`src/hw/rtl/etok_pkg.sv`:
```
`timescale 1ns / 1ps
// ----------------------------------------------------------------------------
// etok_pkg: shared types and constants of the expression tokenizer
// Token codes, scan modes, character constants and byte classifiers.
// ----------------------------------------------------------------------------
package etok_pkg;

  localparam int START_W = 16;
  localparam int LEN_W   = 16;

  localparam logic [LEN_W-1:0] LEN_MAX = {LEN_W{1'b1}};

  localparam logic [7:0] CH_COMMA = 8'h2C;
  localparam logic [7:0] CH_EQ    = 8'h3D;
  localparam logic [7:0] CH_GT    = 8'h3E;
  localparam logic [7:0] CH_OPEN  = 8'h28;
  localparam logic [7:0] CH_CLOSE = 8'h29;
  localparam logic [7:0] CH_POINT = 8'h2E;

  typedef enum logic [2:0] {
    MODE_IDLE  = 3'd0,
    MODE_INT   = 3'd1,
    MODE_FRAC  = 3'd2,
    MODE_IDENT = 3'd3,
    MODE_EQ    = 3'd4
  } scan_mode_t;

  typedef enum logic [2:0] {
    TOK_NUMBER = 3'd0,
    TOK_IDENT  = 3'd1,
    TOK_COMMA  = 3'd2,
    TOK_OPEN   = 3'd3,
    TOK_CLOSE  = 3'd4,
    TOK_DERIVE = 3'd5
  } tok_type_t;

  typedef struct packed {
    logic              last;
    logic [LEN_W-1:0]  length;
    logic [START_W-1:0] start;
    tok_type_t         kind;
  } tok_t;

  // tokens produced by one byte, in order; count is 0, 1 or 2
  typedef struct packed {
    logic [1:0] count;
    tok_t       tok1;
    tok_t       tok0;
  } tok_push_t;

  function automatic logic is_digit(input logic [7:0] c);
    return (c >= 8'h30) && (c <= 8'h39);
  endfunction

  function automatic logic is_letter(input logic [7:0] c);
    return ((c >= 8'h41) && (c <= 8'h5A)) || ((c >= 8'h61) && (c <= 8'h7A));
  endfunction

endpackage

```
`src/hw/rtl/etok_scan.sv`:
```
`timescale 1ns / 1ps
// ----------------------------------------------------------------------------
// etok_scan: scan state and per-byte token decode
// Holds mode, position and the token in progress; decodes each accepted
// byte into zero, one or two tokens in the same cycle.
// ----------------------------------------------------------------------------
module etok_scan #(
  parameter int POS_WIDTH = 16
) (
  input  logic                clk,
  input  logic                rst,
  input  logic                in_fire,
  input  logic [7:0]          ch,
  input  logic                is_last,
  output etok_pkg::tok_push_t push
);
  import etok_pkg::*;

  scan_mode_t           mode, mode_next, mode_mid;
  logic [POS_WIDTH-1:0] position, position_next;
  logic [START_W-1:0]   pending_start, pending_start_next, start_mid;
  logic [LEN_W-1:0]     pending_length, pending_length_next, len_mid, len_grow;
  logic [31:0]          pos_wide;
  logic [START_W-1:0]   here;
  logic                 dig, let_c, idle_path;
  logic                 a_valid, b_valid, c_valid;
  tok_t                 tok_a, tok_b, tok_c;

  assign pos_wide = 32'(position);
  assign here     = pos_wide[START_W-1:0];
  assign dig      = is_digit(ch);
  assign let_c    = is_letter(ch);
  assign len_grow = (pending_length != LEN_MAX) ? pending_length + LEN_W'(1) : pending_length;

  // next state
  always_comb begin
    mode_mid  = mode;
    start_mid = pending_start;
    len_mid   = pending_length;
    idle_path = 1'b0;
    unique case (mode)
      MODE_INT: begin
        if (dig) begin
          len_mid = len_grow;
        end else if (ch == CH_POINT) begin
          len_mid  = len_grow;
          mode_mid = MODE_FRAC;
        end else begin
          idle_path = 1'b1;
        end
      end
      MODE_FRAC: begin
        if (dig) len_mid = len_grow;
        else     idle_path = 1'b1;
      end
      MODE_IDENT: begin
        if (let_c) len_mid = len_grow;
        else       idle_path = 1'b1;
      end
      MODE_EQ: begin
        if (ch == CH_GT) mode_mid = MODE_IDLE;
        else             idle_path = 1'b1;
      end
      default: begin
        idle_path = 1'b1;
      end
    endcase
    if (idle_path) begin
      mode_mid = MODE_IDLE;
      if (ch == CH_EQ || dig || ch == CH_POINT || let_c) begin
        start_mid = here;
        len_mid   = LEN_W'(1);
        if (ch == CH_EQ)         mode_mid = MODE_EQ;
        else if (dig)            mode_mid = MODE_INT;
        else if (ch == CH_POINT) mode_mid = MODE_FRAC;
        else                     mode_mid = MODE_IDENT;
      end
    end

    if (is_last) begin
      mode_next           = MODE_IDLE;
      position_next       = '0;
      pending_start_next  = '0;
      pending_length_next = '0;
    end else begin
      mode_next           = mode_mid;
      position_next       = position + POS_WIDTH'(1);
      pending_start_next  = start_mid;
      pending_length_next = len_mid;
    end
  end

  // token outputs
  always_comb begin
    // token that ends what was pending, or a completed derive
    a_valid      = 1'b0;
    tok_a.kind   = TOK_NUMBER;
    tok_a.start  = pending_start;
    tok_a.length = pending_length;
    tok_a.last   = 1'b0;
    unique case (mode)
      MODE_INT, MODE_FRAC: a_valid = idle_path;
      MODE_IDENT: begin
        a_valid    = idle_path;
        tok_a.kind = TOK_IDENT;
      end
      MODE_EQ: begin
        a_valid      = (ch == CH_GT);
        tok_a.kind   = TOK_DERIVE;
        tok_a.length = LEN_W'(2);
      end
      default: a_valid = 1'b0;
    endcase

    // single-character token
    b_valid      = idle_path && (ch == CH_COMMA || ch == CH_OPEN || ch == CH_CLOSE);
    tok_b.kind   = (ch == CH_COMMA) ? TOK_COMMA : (ch == CH_OPEN) ? TOK_OPEN : TOK_CLOSE;
    tok_b.start  = here;
    tok_b.length = LEN_W'(1);
    tok_b.last   = 1'b0;

    // flush at end of stream
    c_valid      = is_last && (mode_mid == MODE_INT || mode_mid == MODE_FRAC ||
                               mode_mid == MODE_IDENT);
    tok_c.kind   = (mode_mid == MODE_IDENT) ? TOK_IDENT : TOK_NUMBER;
    tok_c.start  = start_mid;
    tok_c.length = len_mid;
    tok_c.last   = 1'b0;

    // b and c never both fire: b leaves the mode idle, c needs a pending token
    push.tok1      = c_valid ? tok_c : tok_b;
    push.tok1.last = 1'b1;
    if (a_valid) begin
      push.tok0      = tok_a;
      push.tok0.last = !(b_valid || c_valid);
      push.count     = (b_valid || c_valid) ? 2'd2 : 2'd1;
    end else begin
      push.tok0      = push.tok1;
      push.count     = (b_valid || c_valid) ? 2'd1 : 2'd0;
    end
    if (!in_fire) push.count = 2'd0;
  end

  always_ff @(posedge clk) begin
    if (rst) begin
      mode           <= MODE_IDLE;
      position       <= '0;
      pending_start  <= '0;
      pending_length <= '0;
    end else if (in_fire) begin
      mode           <= mode_next;
      position       <= position_next;
      pending_start  <= pending_start_next;
      pending_length <= pending_length_next;
    end
  end

  a_last_resets_pos: assert property (@(posedge clk) disable iff (rst)
    in_fire && is_last |=> position == '0 && mode == MODE_IDLE)
    else $error("position not cleared after last byte");

  a_two_need_end: assert property (@(posedge clk) disable iff (rst)
    push.count == 2'd2 |-> a_valid && (mode != MODE_IDLE))
    else $error("two tokens without an ending token");

  a_pending_len: assert property (@(posedge clk) disable iff (rst)
    (mode == MODE_INT || mode == MODE_FRAC || mode == MODE_IDENT) |->
      pending_length != '0)
    else $error("pending token with zero length");

endmodule

```
`src/hw/rtl/etok_fifo.sv`:
```
`timescale 1ns / 1ps
// ----------------------------------------------------------------------------
// etok_fifo: token output queue
// Four-entry register queue, up to two writes and one read per cycle.
// ----------------------------------------------------------------------------
module etok_fifo (
  input  logic                clk,
  input  logic                rst,
  input  etok_pkg::tok_push_t push,
  output logic                room2,
  output logic                out_valid,
  input  logic                out_ready,
  output etok_pkg::tok_t      out_tok
);
  import etok_pkg::*;

  localparam int DEPTH = 4;
  localparam int PTR_W = 2;
  localparam int CNT_W = 3;

  tok_t             entries [DEPTH];
  logic [PTR_W-1:0] wr_ptr, rd_ptr;
  logic [CNT_W-1:0] count, count_next;
  logic             pop;

  assign out_valid  = (count != '0);
  assign out_tok    = entries[rd_ptr];
  assign pop        = out_valid && out_ready;
  assign room2      = (count <= CNT_W'(DEPTH - 2));
  assign count_next = count + CNT_W'(push.count) - CNT_W'(pop);

  always_ff @(posedge clk) begin
    if (push.count != 2'd0) entries[wr_ptr] <= push.tok0;
    if (push.count == 2'd2) entries[wr_ptr + PTR_W'(1)] <= push.tok1;
  end

  always_ff @(posedge clk) begin
    if (rst) begin
      wr_ptr <= '0;
      rd_ptr <= '0;
      count  <= '0;
    end else begin
      wr_ptr <= wr_ptr + PTR_W'(push.count);
      rd_ptr <= rd_ptr + PTR_W'(pop);
      count  <= count_next;
    end
  end

  a_no_overflow: assert property (@(posedge clk) disable iff (rst)
    push.count != 2'd0 |-> 32'(count) + 32'(push.count) <= DEPTH)
    else $error("token queue overflow");

  a_count_track: assert property (@(posedge clk) disable iff (rst)
    1'b1 |=> count == $past(count) + CNT_W'($past(push.count)) - CNT_W'($past(pop)))
    else $error("queue count out of step");

  a_ptr_gap: assert property (@(posedge clk) disable iff (rst)
    count != CNT_W'(DEPTH) |-> PTR_W'(wr_ptr - rd_ptr) == count[PTR_W-1:0])
    else $error("queue pointers disagree with count");

endmodule

```
`src/hw/rtl/expression_tokenizer_top.sv`:
```
`timescale 1ns / 1ps
// ----------------------------------------------------------------------------
// expression_tokenizer_top: streaming expression tokenizer
// Bytes in on the slave stream, tokens out on the master stream.
// ----------------------------------------------------------------------------
// One byte is taken per cycle while s_axis_tready is high. Each byte is
// decoded in the cycle it is transferred and yields zero, one or two
// tokens, which go into a four-entry output queue; the output stream
// drains one token per cycle while m_axis_tready is high. s_axis_tready
// is high while the queue has room for two tokens, so bytes flow at one
// per cycle as long as the output keeps up; bytes that end one token and
// produce another put two tokens in the queue, and a long run of those is
// limited by the one-token-per-cycle output. A byte with s_axis_tlast set
// flushes any number or identifier in progress and restarts the position
// count at zero; the last token caused by a byte carries m_axis_tlast.
module expression_tokenizer_top #(
  parameter int POS_WIDTH = 16
) (
  input  logic        clk,
  input  logic        rst,
  input  logic        s_axis_tvalid,
  output logic        s_axis_tready,
  input  logic [7:0]  s_axis_tdata,   // [7:0] ch
  input  logic        s_axis_tlast,   // is_last
  output logic        m_axis_tvalid,
  input  logic        m_axis_tready,
  output logic [39:0] m_axis_tdata,   // [2:0] token_type, [18:3] token_start,
                                      // [34:19] token_length, [39:35] zero
  output logic        m_axis_tlast    // last_of_run
);
  import etok_pkg::*;

  tok_push_t push;
  tok_t      out_tok;
  logic      room2;
  logic      in_fire;

  assign s_axis_tready = room2;
  assign in_fire       = s_axis_tvalid && s_axis_tready;

  etok_scan #(
    .POS_WIDTH(POS_WIDTH)
  ) u_scan (
    .clk     (clk),
    .rst     (rst),
    .in_fire (in_fire),
    .ch      (s_axis_tdata),
    .is_last (s_axis_tlast),
    .push    (push)
  );

  etok_fifo u_fifo (
    .clk       (clk),
    .rst       (rst),
    .push      (push),
    .room2     (room2),
    .out_valid (m_axis_tvalid),
    .out_ready (m_axis_tready),
    .out_tok   (out_tok)
  );

  assign m_axis_tdata = {5'd0, out_tok.length, out_tok.start, out_tok.kind};
  assign m_axis_tlast = out_tok.last;

endmodule

```
`config.mk`:
```
export PLATFORM = sky130hd
export DESIGN_NAME = expression_tokenizer_top
export DESIGN_NICKNAME = d
export VERILOG_FILES = /design/src/hw/rtl/etok_pkg.sv /design/src/hw/rtl/etok_scan.sv /design/src/hw/rtl/etok_fifo.sv /design/src/hw/rtl/expression_tokenizer_top.sv
export SDC_FILE = /design/constraint.sdc
export NUM_CORES = 1
export LEC_CHECK = 0
export BUFFER_PORTS_ARGS = -buffer_cell sky130_fd_sc_hd__buf_2
export CORE_AREA = 2 2 141 143
export CTS_CLUSTER_DIAMETER = 150
export DETAILED_ROUTE_END_ITERATION = 12
export DIE_AREA = 0 0 143 145
export PLACE_DENSITY = 0.71
export RECOVER_POWER = 25
export SYNTH_ARGS = -nofsm -noshare
export SYNTH_HDL_FRONTEND = slang
export SYNTH_SLANG_ARGS = --single-unit
```
`constraint.sdc`:
```
create_clock -name clk -period 13.3 [get_ports clk]
set_input_delay 1.33 -clock clk [delete_from_list [all_inputs] [get_ports clk]]
set_output_delay 1.33 -clock clk [all_outputs]
set_load 0.005 [all_outputs]
```
# --- Yosys cells after proc, flatten, opt, wreduce, memory -nomap -nowiden ---
# Memory sizes are Yosys's and may differ from the RTL's. A register that Yosys moved wholly into a read port is not among the register bits.
# Index checks and enable logic that the tools add are counted.
# Widths: inputs -> output; s select.
totals:
  inputBits: 13
  mem_bits_rw: 144
  latchBits: 0
  ff_bits: 58
  output_inout_bits: 43
  rom_bits: 0
  memories: 1
  elab_cells: 103
classes:
  n_bitwise: 0
  order_cmp: 7
  multipliers: 0
  n_addsub: 7
  shift: 0
  div_mod_pow: 0
  reduce_logical: 20
  eq_ne: 15
  mux: 46
mem_list:
  columns: ["name", "depth", "width", "rd", "rd_clocked_by_memory_dff", "wr", "line_no", "rtl"]
  rows:
  - ["u_fifo.entries", 4, 36, 1, 1, 2, "etok_fifo.sv:21", "tok_t entries [DEPTH];"]
ops:
  columns: ["cell", "count"]
  rows:
  - ["$mux 16", 13]
  - ["$eq 8x6->1 const B", 6]
  - ["$pmux 16 s3", 1]
  - ["$mux 36", 1]
  - ["$mux 35", 1]
  - ["$add 16x1->16 const B", 2]
  - ["$mux 3", 10]
  - ["$ge 8x7->1 const B", 2]
  - ["$le 8x7->1 const B", 2]
  - ["$ne 16x16->1 const B", 1]
  - ["$eq 3x2->1 const B", 4]
  - ["$mux 1", 12]
  - ["$pmux 3 s2", 2]
  - ["$logic_or 1x1->1", 9]
  - ["$ge 8x6->1 const B", 1]
  - ["$le 8x6->1 const B", 1]
  - ["$mux 2", 4]
  - ["$logic_and 1x1->1", 7]
  - ["$eq 3x1->1 const B", 2]
  - ["$pmux 1 s4", 1]
  - ["$add 3x2->3", 1]
  - ["$eq 3x3->1 const B", 1]
  - ["$le 3x2->1 const B", 1]
  - ["$reduce_bool 3->1", 1]
  - ["other kinds (9)", 9]

# --- Longest topological paths before layout ---
depth:
  ltp_word: 18
  depth_mapped: 16
  depth_no_buf: 14

# --- By module ---
# A second synthesis with hierarchy kept.
unflattened:
  hier_cells: 910
  hier_area_um2: 11348.4
modules_own_cells:
  columns: ["mod", "area_per_inst_um2", "seq_area_each_um2", "n_inst", "cells_per_inst"]
  rows:
  - ["etok_fifo", 7502.2, 4464.3, 1, 394]
  - ["etok_scan", 3798.6, 1021.0, 1, 509]
  - ["expression_tokenizer_top", 47.5, 0.0, 1, 7]

# --- Worst setup path before layout ---
# Ideal clock, no wire load.
synth_timing:
  kind: "input-to-reg"
  from: "input s_axis_tdata[4]"
  to: "memory u_fifo.entries[2][24] in the netlist's numbering, data pin"
  setup_ns: 0.129
  t_required_ns: 13.171
  setup_slack_ns: 7.717
  path_stages: 16
  arrival_time_ns: 5.454
  path_buffers: 3
  path_cell_list: "or4_4 -> o22ai_1 -> or2_2 -> a21oi_2 -> buf_2 -> or2_2 -> ha_1 -> clkbuf_1 -> nor2_1 -> nor3_1 -> nor2_1 -> inv_1 -> nand3_1 -> buf_2 -> nor3_1 -> a21o_1"
synth_rtl:
  columns: ["item", "line_no", "rtl"]
  rows:
  - ["start, declared", "expression_tokenizer_top.sv:23", "input logic [7:0] s_axis_tdata,"]
  - ["end, declared", "etok_fifo.sv:21", null]

==> impl_metrics.tcl <==
set metrics [dict create \
    drt_iter0_markers 922 \
    cap_violations 3 \
    async_flop_share 0 \
    grt_pass1_wl_um 42000 \
    holdCritPathClass "register to register" \
    fillers 1572 \
    start_util 0.543 \
    violations "capacitance limit, slew limit" \
    skew_ns 0.0222 \
    r2r_setup_slack_ns 8.75 \
    worst_ep_arrival_time_ns 6.19 \
    hold_viol 0 \
    htreeDepth 1 \
    finalPower_mw 1.55 \
    r2r_start "u_scan.mode[1]" \
    std_cell_rows 51 \
    setup_violations 0 \
    rsz0062_at_grt "false" \
    cts_hold_buf 0 \
    cts_buffer_depth 3 \
    syn-cell-area_um2 10400 \
    cts-resized-gates 0 \
    drt_first_pass_iters 5 \
    clkLatencyLatePin_ns 0.51 \
    antenna-diode-count 0 \
    hold_end "u_fifo.entries[0][35]" \
    grt_use_total 0.260 \
    drv_slew 71 \
    layout_common_cells "140 x edfxtp_1, 83 x nand2_1, 61 x dfxtp_1" \
    io_buffers 50 \
    syn_area_per_cell_um2 11.8 \
    worstSetupStartpointType "primary input" \
    crit_type "primary input to register" \
    cts_made_buffers 22 \
    clkTransAtPathRegs_ns 0.06 \
    relSlewSlack -0.388 \
    synth-edff-count 140 \
    crit_path_end_kind "register" \
    synth_seq_area_share 0.522 \
    drt_wl_total_um 26400 \
    die_y_um 145 \
    postLayoutCoreUtil 0.586 \
    antenna_left 0 \
    worst-slew-pin-transition_ns 2.08 \
    synthCells 884 \
    clock_sinks 202 \
    drive_above_1_share 0.151 \
    ir_drop_mv 0.101 \
    grt_pass1_vias 7274 \
    drcViolationCount 0 \
    reg2regPathDepth 7 \
    required_ns 13.67 \
    core_um2 19200 \
    yosysWarnings 0 \
    reg2reg_to "u_fifo.entries[1][17]" \
    ys_types 79 \
    period_needed_ns 5.82 \
    dieArea_um2 20700 \
    dp_hpwl_um 16700 \
    holdWs_ns 0.479 \
    power.leakage_nw 3.67 \
    power.density_nw_per_um2 138 \
    wire_per_inst_um 22.7 \
    max_freq_mhz 172 \
    setup-tns-final_ns 0 \
    worstPathMaxFanout 36 \
    final_nets 907 \
    status "complete, but fails checks" \
    min_from "u_fifo.entries[0][35]" \
    antenna_found_initial 0 \
    cts_tree "done" \
    viasPerCell 6.49 \
    hold_path_depth 2 \
    ys_seq_elements 202 \
    place_congestion 0.944 \
    grt_overflow_total 0 \
    syn2layout_area_growth_pct 7.97 \
    worst_slack_ns 7.48 \
    ys.flop_type "edfxtp_1" \
    place_ws_ns 7.38 \
    num_vias 7554 \
    min_period_over_period 0.438 \
    io_pins 56 \
    clockRootBuffer "clkbuf_16" \
    layout_commonest_cell "edfxtp_1" \
    cts_setup_buffers 0 \
    grt_max_degree 54 \
    die_x_um 143 \
]
[registers in the layout, indices dropped and copies added, names as in the netlist]
name,flops
u_scan.here,16
u_scan.mode,3
u_fifo.entries,144
u_fifo.rd_ptr,2
u_fifo.count,3
u_scan.pending_length,16
u_scan.pending_start,16
u_fifo.wr_ptr,2
[logic make-up (layout without fill, tap and decap cells)]
kind of cell,Yosys count,count (layout),share of synthesized area
flip-flops,202,202,0.522
XOR/XNOR,23,23,0.0193
buffers and inverters,101,112,0.0488
AO/OA/AOI/OAI,234,234,0.177
other,1,5,0.000360
multiplexers,44,44,0.0868
adder cells (fa/ha/maj),10,10,0.0127
AND/OR/NAND/NOR,269,269,0.133
[critical path, cell delays in order]
cell and delay (ns):
clkbuf_1 0.10, or3b_1 0.51, o21bai_1 0.23, a21oi_1 0.85
or2_2 0.27, ha_1 0.21, nand3_1 0.24, nor4b_2 0.59
nor2_1 0.20, inv_1 0.09, buf_4 0.49, nand3_1 0.50
o21ai_0 0.39, a21o_1 0.15
[cell usage after synthesis (all sizes together), types with 23 or more instances]
cell type / number / area, um^2
clkbuf: 42 / 159
edfxtp: 140 / 4200
nand3: 25 / 125
mux4: 36 / 811
a21oi: 23 / 149
buf: 42 / 282
a22o: 48 / 420
nor3: 23 / 143
nor2: 59 / 231
a32o: 48 / 480
nand2: 85 / 324
o21ai: 54 / 315
dfxtp: 62 / 1240
[worst max-delay path by stage]
stage	cells past startpoint	start	slack [ns]	to
floorplan	16	s_axis_tdata[4]	7.72	u_fifo.entries[2][24]
global placement	15	s_axis_tdata[4]	7.51	u_fifo.entries[2][24]
detailed placement	15	s_axis_tdata[4]	7.38	u_fifo.entries[2][24]
CTS	15	s_axis_tdata[4]	7.86	u_fifo.entries[2][24]
global route	14	s_axis_tdata[6]	7.00	u_fifo.entries[2][24]
finish	14	s_axis_tdata[6]	7.48	u_fifo.entries[2][24]
[power by group]
group / internal [mW] / switching, mW
Combinational: 0.121 / 0.130
Clock: 0.346 / 0.247
Sequential: 0.688 / 0.0217
[layout make-up]
| type | instances | area, um^2 | area share |
|---|---|---|---|
| well taps | 265 | 332 | 0.0295 |
| flip-flops and latches | 202 | 5450 | 0.484 |
| clock inverters | 13 | 133 | 0.0118 |
| clock buffers | 26 | 566 | 0.0502 |
| repair buffers | 56 | 270 | 0.0240 |
| inverters | 17 | 68.8 | 0.00611 |
| multi-input cells | 585 | 4440 | 0.395 |
[per-stage QoR]
step / cell area [um^2] / std cells
floorplan: 10400 / 888
global placement: 10600 / 1125
detailed placement: 10600 / 1125
CTS: 11300 / 1164
global route: 11300 / 1164
finish: 11300 / 1164
[layer usage]
| metal | vias to the layer above | share of wire | track usage |
|---|---|---|---|
| li1 | 3422 | - | - |
| met1 | 3721 | 0.43 | 0.377 |
| met2 | 361 | 0.47 | 0.407 |
| met3 | 50 | 0.078 | 0.0380 |
| met4 | 0 | 0.025 | 0.0777 |
| met5 | - | 0 | 0 |
(Power assumes the default switching activity.)
